**config.mk**
```make
export PLATFORM = sky130hd
export DESIGN_NAME = pmrf_ctrl
export DESIGN_NICKNAME = d
export VERILOG_FILES = /design/src/hw/rtl/pmrf_pkg.sv /design/src/hw/rtl/pmrf_ctrl.sv
export SDC_FILE = /design/constraint.sdc
export NUM_CORES = 1
export LEC_CHECK = 0
export ABC_CLOCK_PERIOD_IN_PS = 3200
export BUFFER_PORTS_ARGS = -buffer_cell sky130_fd_sc_hd__buf_4
export CORE_ASPECT_RATIO = 0.6
export CORE_MARGIN = 1.5
export CORE_UTILIZATION = 25
export DETAILED_ROUTE_END_ITERATION = 8
export GPL_ROUTABILITY_DRIVEN = 0
export GPL_TIMING_DRIVEN = 0
export PLACE_DENSITY_LB_ADDON = 0.25
export SYNTH_ARGS = -nofsm -noshare
export SYNTH_HDL_FRONTEND = slang
export SYNTH_SLANG_ARGS = --single-unit
```
**constraint.sdc**
```tcl
create_clock -name i_clk -period 3.2 [get_ports i_clk]
set_input_delay 0.96 -clock i_clk [delete_from_list [all_inputs] [get_ports i_clk]]
set_output_delay 0.96 -clock i_clk [all_outputs]
set_load 0.05 [all_outputs]
```
**src/hw/rtl/pmrf_pkg.sv**
```systemverilog
// shared types and constants of the potts mrf metropolis voxel update block
// no dependencies; used by pmrf_ctrl, pmrf_dpath and the top level
package pmrf_pkg;

    // fixed field widths
    localparam int COORD_W   = 6;
    localparam int LBL_F_W   = 8;
    localparam int WEIGHT_W  = 16;
    localparam int SIZE_W    = 7;
    localparam int NLBL_W    = 9;
    localparam int UNI_W     = 16;
    localparam int CFG_IDX_W = 3;
    localparam int CFG_DAT_W = 16;
    localparam int STEP_W    = 3;

    // signed energy width: |alpha| + 6 * |beta| fits
    localparam int ENERGY_W  = 21;
    // stored probability, one above the 16-bit uniform range
    localparam int PROB_W    = 17;

    // round(2^32 * exp(-1/256))
    localparam logic [31:0] EXP_STEP_Q32 = 32'd4278222805;

    // action codes
    localparam logic [1:0] ACT_LOAD   = 2'd0;
    localparam logic [1:0] ACT_UPDATE = 2'd1;
    localparam logic [1:0] ACT_READ   = 2'd2;

    // configuration register indexes
    localparam logic [CFG_IDX_W-1:0] REG_ALPHA      = 3'd0;
    localparam logic [CFG_IDX_W-1:0] REG_BETA       = 3'd1;
    localparam logic [CFG_IDX_W-1:0] REG_SIZE_X     = 3'd2;
    localparam logic [CFG_IDX_W-1:0] REG_SIZE_Y     = 3'd3;
    localparam logic [CFG_IDX_W-1:0] REG_SIZE_Z     = 3'd4;
    localparam logic [CFG_IDX_W-1:0] REG_NUM_LABELS = 3'd5;

    // read steps: centre, then x-1, x+1, y-1, y+1, z-1, z+1
    localparam logic [STEP_W-1:0] STEP_CENTRE = 3'd0;
    localparam logic [STEP_W-1:0] STEP_XM     = 3'd1;
    localparam logic [STEP_W-1:0] STEP_XP     = 3'd2;
    localparam logic [STEP_W-1:0] STEP_YM     = 3'd3;
    localparam logic [STEP_W-1:0] STEP_YP     = 3'd4;
    localparam logic [STEP_W-1:0] STEP_ZM     = 3'd5;
    localparam logic [STEP_W-1:0] STEP_ZP     = 3'd6;

    typedef enum logic [3:0] {
        ST_FILL,
        ST_IDLE,
        ST_DISPATCH,
        ST_READ,
        ST_WAIT,
        ST_ENERGY,
        ST_EXP,
        ST_DECIDE,
        ST_DONE
    } t_state;

    typedef struct packed {
        logic              fill_en;
        logic              capture;
        logic              rd_en;
        logic [STEP_W-1:0] step;
        logic              lbl_we;
        logic              energy_en;
        logic              decide;
        logic              out_load;
    } t_cmd;

    typedef struct packed {
        logic       fill_last;
        logic [1:0] act;
        logic       in_vol;
        logic       do_update;
        logic       take;
        logic       out_free;
    } t_stat;

endpackage

```
**src/hw/rtl/pmrf_ctrl.sv**
```systemverilog
// controller state machine: sequences table fill, voxel reads, decision and result
// depends on pmrf_pkg; drives pmrf_dpath through t_cmd, reads t_stat
module pmrf_ctrl
    import pmrf_pkg::*;
(
    input  logic  i_clk,
    input  logic  i_rst_n,
    input  logic  i_in_valid,
    output logic  o_in_stall,
    input  t_stat i_stat,
    output t_cmd  o_cmd
);

    t_state            r_state, n_state;
    logic [STEP_W-1:0] r_step, n_step;

    always_ff @(posedge i_clk) begin
        if (!i_rst_n) begin
            r_state <= ST_FILL;
            r_step  <= STEP_CENTRE;
        end else begin
            r_state <= n_state;
            r_step  <= n_step;
        end
    end

    always_comb begin
        n_state = r_state;
        n_step  = r_step;
        o_cmd   = '0;
        case (r_state)
            ST_FILL: begin
                o_cmd.fill_en = 1'b1;
                if (i_stat.fill_last) begin
                    n_state = ST_IDLE;
                end
            end
            ST_IDLE: begin
                if (i_in_valid) begin
                    o_cmd.capture = 1'b1;
                    n_state       = ST_DISPATCH;
                end
            end
            ST_DISPATCH: begin
                n_step = STEP_CENTRE;
                case (i_stat.act)
                    ACT_LOAD: begin
                        // loads outside the volume are dropped
                        o_cmd.lbl_we = i_stat.in_vol;
                        n_state      = ST_IDLE;
                    end
                    ACT_UPDATE, ACT_READ: begin
                        n_state = i_stat.in_vol ? ST_READ : ST_DONE;
                    end
                    default: begin
                        n_state = ST_IDLE;
                    end
                endcase
            end
            ST_READ: begin
                o_cmd.rd_en = 1'b1;
                o_cmd.step  = r_step;
                if (!i_stat.do_update || r_step == STEP_ZP) begin
                    n_state = ST_WAIT;
                end else begin
                    n_step = r_step + 3'd1;
                end
            end
            ST_WAIT: begin
                // last read data lands this cycle
                n_state = i_stat.do_update ? ST_ENERGY : ST_DONE;
            end
            ST_ENERGY: begin
                o_cmd.energy_en = 1'b1;
                n_state         = ST_EXP;
            end
            ST_EXP: begin
                // probability table read in flight
                n_state = ST_DECIDE;
            end
            ST_DECIDE: begin
                o_cmd.decide = 1'b1;
                o_cmd.lbl_we = i_stat.take;
                n_state      = ST_DONE;
            end
            ST_DONE: begin
                if (i_stat.out_free) begin
                    o_cmd.out_load = 1'b1;
                    n_state        = ST_IDLE;
                end
            end
            default: begin
                n_state = ST_IDLE;
            end
        endcase
    end

    assign o_in_stall = (r_state != ST_IDLE);

endmodule

```
==> results.py, run 1 <==
metrics = {
    "clocking": {
        "cts_tree": "built",
        "worst_skew_pair.late_latency_ns": 0.23,
        "post_cts.resized_instances": 0,
        "root_buffer": "clkbuf_8",
        "hold_buffers": 0,
        "path_clk_slew_ns": 0.04,
        "cts_buffers": 3,
        "cts_setup_buffers": 0,
        "clock-sinks": 7,
        "h-tree-depth": 1,
        "clockBufferDepth": 2,
    },
    "worst_setup_path": {
        "crit_chain": "buf_4 > inv_1 > ha_1 > nor2b_1 > a32oi_1 > nor2_1 > buf_4",
        "cp_common_cell": "buf_4",
        "path_max_fanout": 1,
        "start_kind": "input pin",
        "cp_slowest_cell": "ha_1",
        "crit_buf_inv": 3,
        "path_class": "input pin to output port",
        "critPathArrivalTime_ns": 1.77,
        "cp.required_ns": 2.24,
        "crit_family": "buffers and inverters",
        "end_kind": "output port",
        "cp_slowest_stage_delay_ns": 0.18,
    },
    "floorplan": {
        "ios": 21,
        "die_area_mm2": 0.00271,
        "core.rowCount": 13,
        "core_mm2": 0.00221,
        "die_h_um": 41.0,
        "die_w_um": 66.3,
        "start_util_pct": 27.1,
    },
    "yosys": {
        "ys_warn_count": 0,
        "syn_nets": 84,
        "yosys-top-cells-area": "dfxtp_1 (23%), ha_1 (6.3%), and2_1 (4.2%)",
        "synth_area_um2": 601,
        "synth_largest_area_cell": "dfxtp_1",
        "ys_top_cells_by_count": "dfxtp_1 (7), nand2_1 (5), nor2_1 (5)",
        "synth_edf_count": 0,
        "syn_inst": 71,
        "synthDistinctLibCells": 38,
        "syn_avg_cell_area_um2": 8.46,
        "async_flop_share_pct": 0,
        "ys_ff_latch": 7,
        "synth_seq_area_share_pct": 23.3,
        "synth_top_area_share_pct": 23.3,
        "post-synth-top-count-cell": "dfxtp_1",
        "ys.flop_type": "dfxtp_1",
    },
    "layout": {
        "design_area_um2": 833,
        "drive_gt1_share_pct": 38.9,
        "fillers": 253,
        "area_delta_synth_final_pct": 38.7,
        "antennaDiodeCount": 0,
        "finalNonFillerCells": 125,
        "final_nets": 109,
    },
    "place": {
        "port_buffers": 20,
        "place_inst": 121,
        "dpl_cell_area_um2": 788,
        "detailed_place_hpwl_um": 1170,
    },
    "sta": {
        "finClkSkew_ns": 0.00466,
        "setup_viol": 0,
        "hold_viol_final": 0,
        "relSlewSlack_pct": 80.0,
        "layout_min_cycle_time_ns": 2.73,
        "fmax_mhz": 366,
        "tightest_slew_ns": 0.299,
        "rsz0062_at_grt": "no",
        "period_share_pct": 85.4,
        "fin_tns_setup_ns": 0,
        "slew_violations": 0,
    },
    "global_routing": {
        "track_usage_pct": 12.9,
        "grt_pass1_wl_um": 2420,
        "grt_pass1_vias": 520,
        "antenna_found_initial": 0,
        "grt_max_degree": 11,
        "overflow": 0,
    },
    "route": {
        "drt-total-wl_um": 1530,
        "vias": 595,
        "drt-initial-drc-count": 19,
        "antenna_left": 0,
        "wl_per_cell_um": 12.3,
        "viasPerCell": 4.76,
        "post-route-drc-count": 0,
        "first_pass_iters": 4,
    },
    "worst_hold_path": {
        "hp-class": "register to register",
    },
    "job": {
        "max_cap_violations": 0,
    },
    "power_and_ir_drop": {
        "cellPowerDensity_mw_per_mm2": 366,
        "ir_worst_vdd_v": 0.000160,
        "power_mw": 0.305,
        "leakage_nw": 0.358,
    },
    "outcome": {
        "status": "finished, final reports clean",
    },
}
## final cells by class
| class | instances | area (um2) | area share [%] |
|---|---|---|---|
| sequential | 7 | 140 | 16.8 |
| clock buffer | 4 | 45.0 | 5.41 |
| multi-input combinational | 57 | 414 | 49.7 |
| tap | 30 | 37.5 | 4.50 |
| timing repair buffer | 20 | 150 | 18.0 |
| inverter | 3 | 11.3 | 1.35 |
| buffer | 4 | 35.0 | 4.20 |
## through the flow
stage               setup WS [ns]  util [%]  hold slack [ns]
CTS                         0.467      37.7            0.501
floorplan                   0.198         -            0.468
global placement            0.489      35.6            0.496
detailed placement          0.468      35.6            0.503
global route                0.435      37.7            0.533
finish                      0.467      37.7            0.496
## state kept, by name (all words and copies together), names as in the netlist
register / count
r_state: 4
r_step: 3
## layout by cell type, fill, tap and decap left out, drive strengths merged, types with 3 or more instances in the layout
cell type  count
nor2           6
and3           3
inv            3
buf           24
nor3           3
dfxtp          7
nand2          6
nand2b         3
ha             3
clkbuf         4
a21oi          3
and2           4
## worst register-to-register path, cell delays in order, from the launching register on
cell and delay (ns):
dfxtp_1 0.31, inv_1 0.09, ha_1 0.18, a21boi_2 0.09
a311oi_2 0.33, o21ai_1 0.12, and3_1 0.18
## cells by family after synthesis
| group | Yosys count | share of synthesized area, % |
|---|---|---|
| flops | 7 | 23.3 |
| compound gates | 14 | 18.5 |
| xor+xnor | 3 | 4.38 |
| buf+inv | 7 | 7.71 |
| fa+ha+maj | 3 | 6.25 |
| mux | 1 | 1.67 |
| simple gates | 36 | 38.1 |
## power by group
part / internal (mW) / switching [mW] / total (mW)
clock: 0.0865 / 0.0424 / 0.129
sequential: 0.0901 / 0.00497 / 0.0951
combinational: 0.0336 / 0.0470 / 0.0806
total: 0.210 / 0.0944 / 0.305
## final timing paths
kind,from,cells after the start,slack [ns],endpoint
hold / removal,r_step[1],2,0.50,r_step[1]
setup / recovery,i_stat[4],7,0.47,o_cmd[3]
hold reg to reg,r_step[1],2,0.50,r_step[1]
setup reg to reg,r_step[0],6,1.77,r_state[0]
## routing by layer
| layer | routed length (um) | GRT usage [%] | share of wire (%) | vias to the layer above |
|---|---|---|---|---|
| li1 | - | - | - | 302 |
| met5 | 0 | 0 | 0 | - |
| met3 | 65 | 4.95 | 4.2 | 2 |
| met2 | 668 | 19.5 | 44 | 13 |
| met1 | 784 | 16.9 | 51 | 278 |
| met4 | 17 | 4.59 | 1.1 | 0 |
Note: power is estimated with default switching activity, not from simulation.
==> run 2, diff against run 1 <==
--- a/config.mk
+++ b/config.mk
@@ -5,7 +5,7 @@
 export SDC_FILE = /design/constraint.sdc
 export NUM_CORES = 1
 export LEC_CHECK = 0
-export ABC_CLOCK_PERIOD_IN_PS = 3200
+export ABC_CLOCK_PERIOD_IN_PS = 2800
 export BUFFER_PORTS_ARGS = -buffer_cell sky130_fd_sc_hd__buf_4
 export CORE_ASPECT_RATIO = 0.6
 export CORE_MARGIN = 1.5
==> constraint.sdc (replaced) <==
create_clock -name i_clk -period 2.8 [get_ports i_clk]
set_input_delay 0.84 -clock i_clk [delete_from_list [all_inputs] [get_ports i_clk]]
set_output_delay 0.84 -clock i_clk [all_outputs]
set_load 0.05 [all_outputs]
==> results.py, run 2 (synthesis gave the netlist of run 1 again) <==
metrics = {
    "clocking": {
        "root_buffer": "clkbuf_8",
        "clock-sinks": 7,
        "cts_tree": "built",
        "h-tree-depth": 1,
        "path_clk_slew_ns": 0.04,
        "post_cts.resized_instances": 0,
        "cts_setup_buffers": 0,
        "clockBufferDepth": 2,
        "cts_buffers": 3,
        "worst_skew_pair.late_latency_ns": 0.24,
        "hold_buffers": 0,
    },
    "route": {
        "drt-initial-drc-count": 28,
        "viasPerCell": 4.62,
        "drt-total-wl_um": 1420,
        "first_pass_iters": 2,
        "antenna_left": 0,
        "vias": 577,
        "post-route-drc-count": 0,
        "wl_per_cell_um": 11.4,
    },
    "layout": {
        "final_nets": 109,
        "largest-register": "r_state",
        "top_regs": "r_state x4, r_step x3",
        "fillers": 260,
        "antennaDiodeCount": 0,
        "final_common_cell": "buf_4",
        "largest_register_ffs": 4,
        "drive_gt1_share_pct": 40.0,
        "layout_common_cells": "buf_4 (21), dfxtp_1 (7), nand2_1 (5), nor2_1 (5), and2_1 (4)",
        "area_delta_synth_final_pct": 39.8,
        "post-route-util_pct": 38.0,
    },
    "place": {
        "port_buffers": 20,
        "dp_slack_ns": 0.317,
        "detailed_place_hpwl_um": 1140,
    },
    "power_and_ir_drop": {
        "leakage_nw": 0.359,
        "power_mw": 0.350,
        "ir_worst_vdd_v": 0.000141,
        "cellPowerDensity_mw_per_mm2": 417,
    },
    "sta": {
        "fmax_mhz": 404,
        "rsz0062_at_grt": "no",
        "finClkSkew_ns": 0.00497,
        "relSlewSlack_pct": 79.5,
        "slew_violations": 0,
        "hold_viol_final": 0,
        "period_share_pct": 88.3,
        "setup_viol": 0,
        "fin_tns_setup_ns": 0,
        "worst_slack_ns": 0.327,
        "layout_min_cycle_time_ns": 2.47,
        "hold_ws_ns": 0.504,
        "tightest_slew_ns": 0.307,
    },
    "worst_setup_path": {
        "cp_slowest_cell": "buf_4",
        "cp_common_cell": "buf_4",
        "critPathArrivalTime_ns": 1.63,
        "start_kind": "input pin",
        "cp_slowest_stage_delay_ns": 0.18,
        "path_max_fanout": 1,
        "end_kind": "output port",
        "path_class": "input pin to output port",
        "cp.required_ns": 1.96,
        "crit_chain": "buf_4 > inv_1 > ha_1 > nor2b_1 > a32oi_1 > nor2_1 > buf_4",
    },
    "global_routing": {
        "track_usage_pct": 11.5,
        "grt_pass1_wl_um": 2230,
        "grt_pass1_vias": 486,
        "overflow": 0,
        "antenna_found_initial": 0,
        "grt_max_degree": 11,
    },
    "floorplan": {
        "die_h_um": 41.0,
        "die_area_mm2": 0.00271,
        "start_util_pct": 27.1,
        "core.rowCount": 13,
        "die_w_um": 66.3,
        "core_mm2": 0.00221,
        "ios": 21,
    },
    "outcome": {
        "status": "finished, final reports clean",
    },
    "worst_hold_path": {
        "hp-class": "register to register",
    },
    "job": {
        "max_cap_violations": 0,
    },
}
-- run 2: cell counts in the layout (fill, tap and decap cells not counted) --
Identical to the previous run, type by type.
-- run 2: metal layers --
metal	wire [um]	global-route usage (%)	vias up
met5	0	0	-
met4	22	4.59	0
met3	56	3.30	3
met2	583	15.8	12
met1	761	16.6	261
li1	-	-	301
-- run 2: cell type report --
| class | instances | area [um2] | area share (%) |
|---|---|---|---|
| flip-flops and latches | 7 | 140 | 16.7 |
| inverters | 3 | 11.3 | 1.34 |
| multi-input cells | 57 | 420 | 50.1 |
| well taps | 30 | 37.5 | 4.47 |
| clock buffers | 4 | 45.0 | 5.37 |
| repair buffers | 20 | 150 | 17.9 |
| plain buffers | 4 | 35.0 | 4.17 |
-- run 2: worst max-delay path, delay by kind of cell --
family / cells / cell delay (ns)
adders and majority gates: 1 / 0.17
AOI/OAI and AO/OA: 1 / 0.15
buffers and inverters: 3 / 0.29
and+or+nand+nor: 2 / 0.18
-- run 2: through the flow --
stage                     cell area (um2)  cells
after floorplan                       607     71
final                                 840    125
after CTS                             840    125
after global placement                795    121
after global routing                  840    125
after detailed placement              795    121
-- run 2: where the power goes --
group | internal, mW | total [mW] | switching, mW
Combinational | 0.0393 | 0.0933 | 0.0540
Clock | 0.0989 | 0.148 | 0.0489
Sequential | 0.103 | 0.109 | 0.00574
Total | 0.241 | 0.350 | 0.109
-- run 2: worst paths after layout --
check                 start    endpoint  slack, ns  cells after the start
setup / recovery  i_stat[4]    o_cmd[3]       0.33                      7
hold / removal    r_step[1]   r_step[1]       0.50                      2
setup reg to reg  r_step[0]  r_state[0]       1.38                      6
hold reg to reg   r_step[1]   r_step[1]       0.50                      2
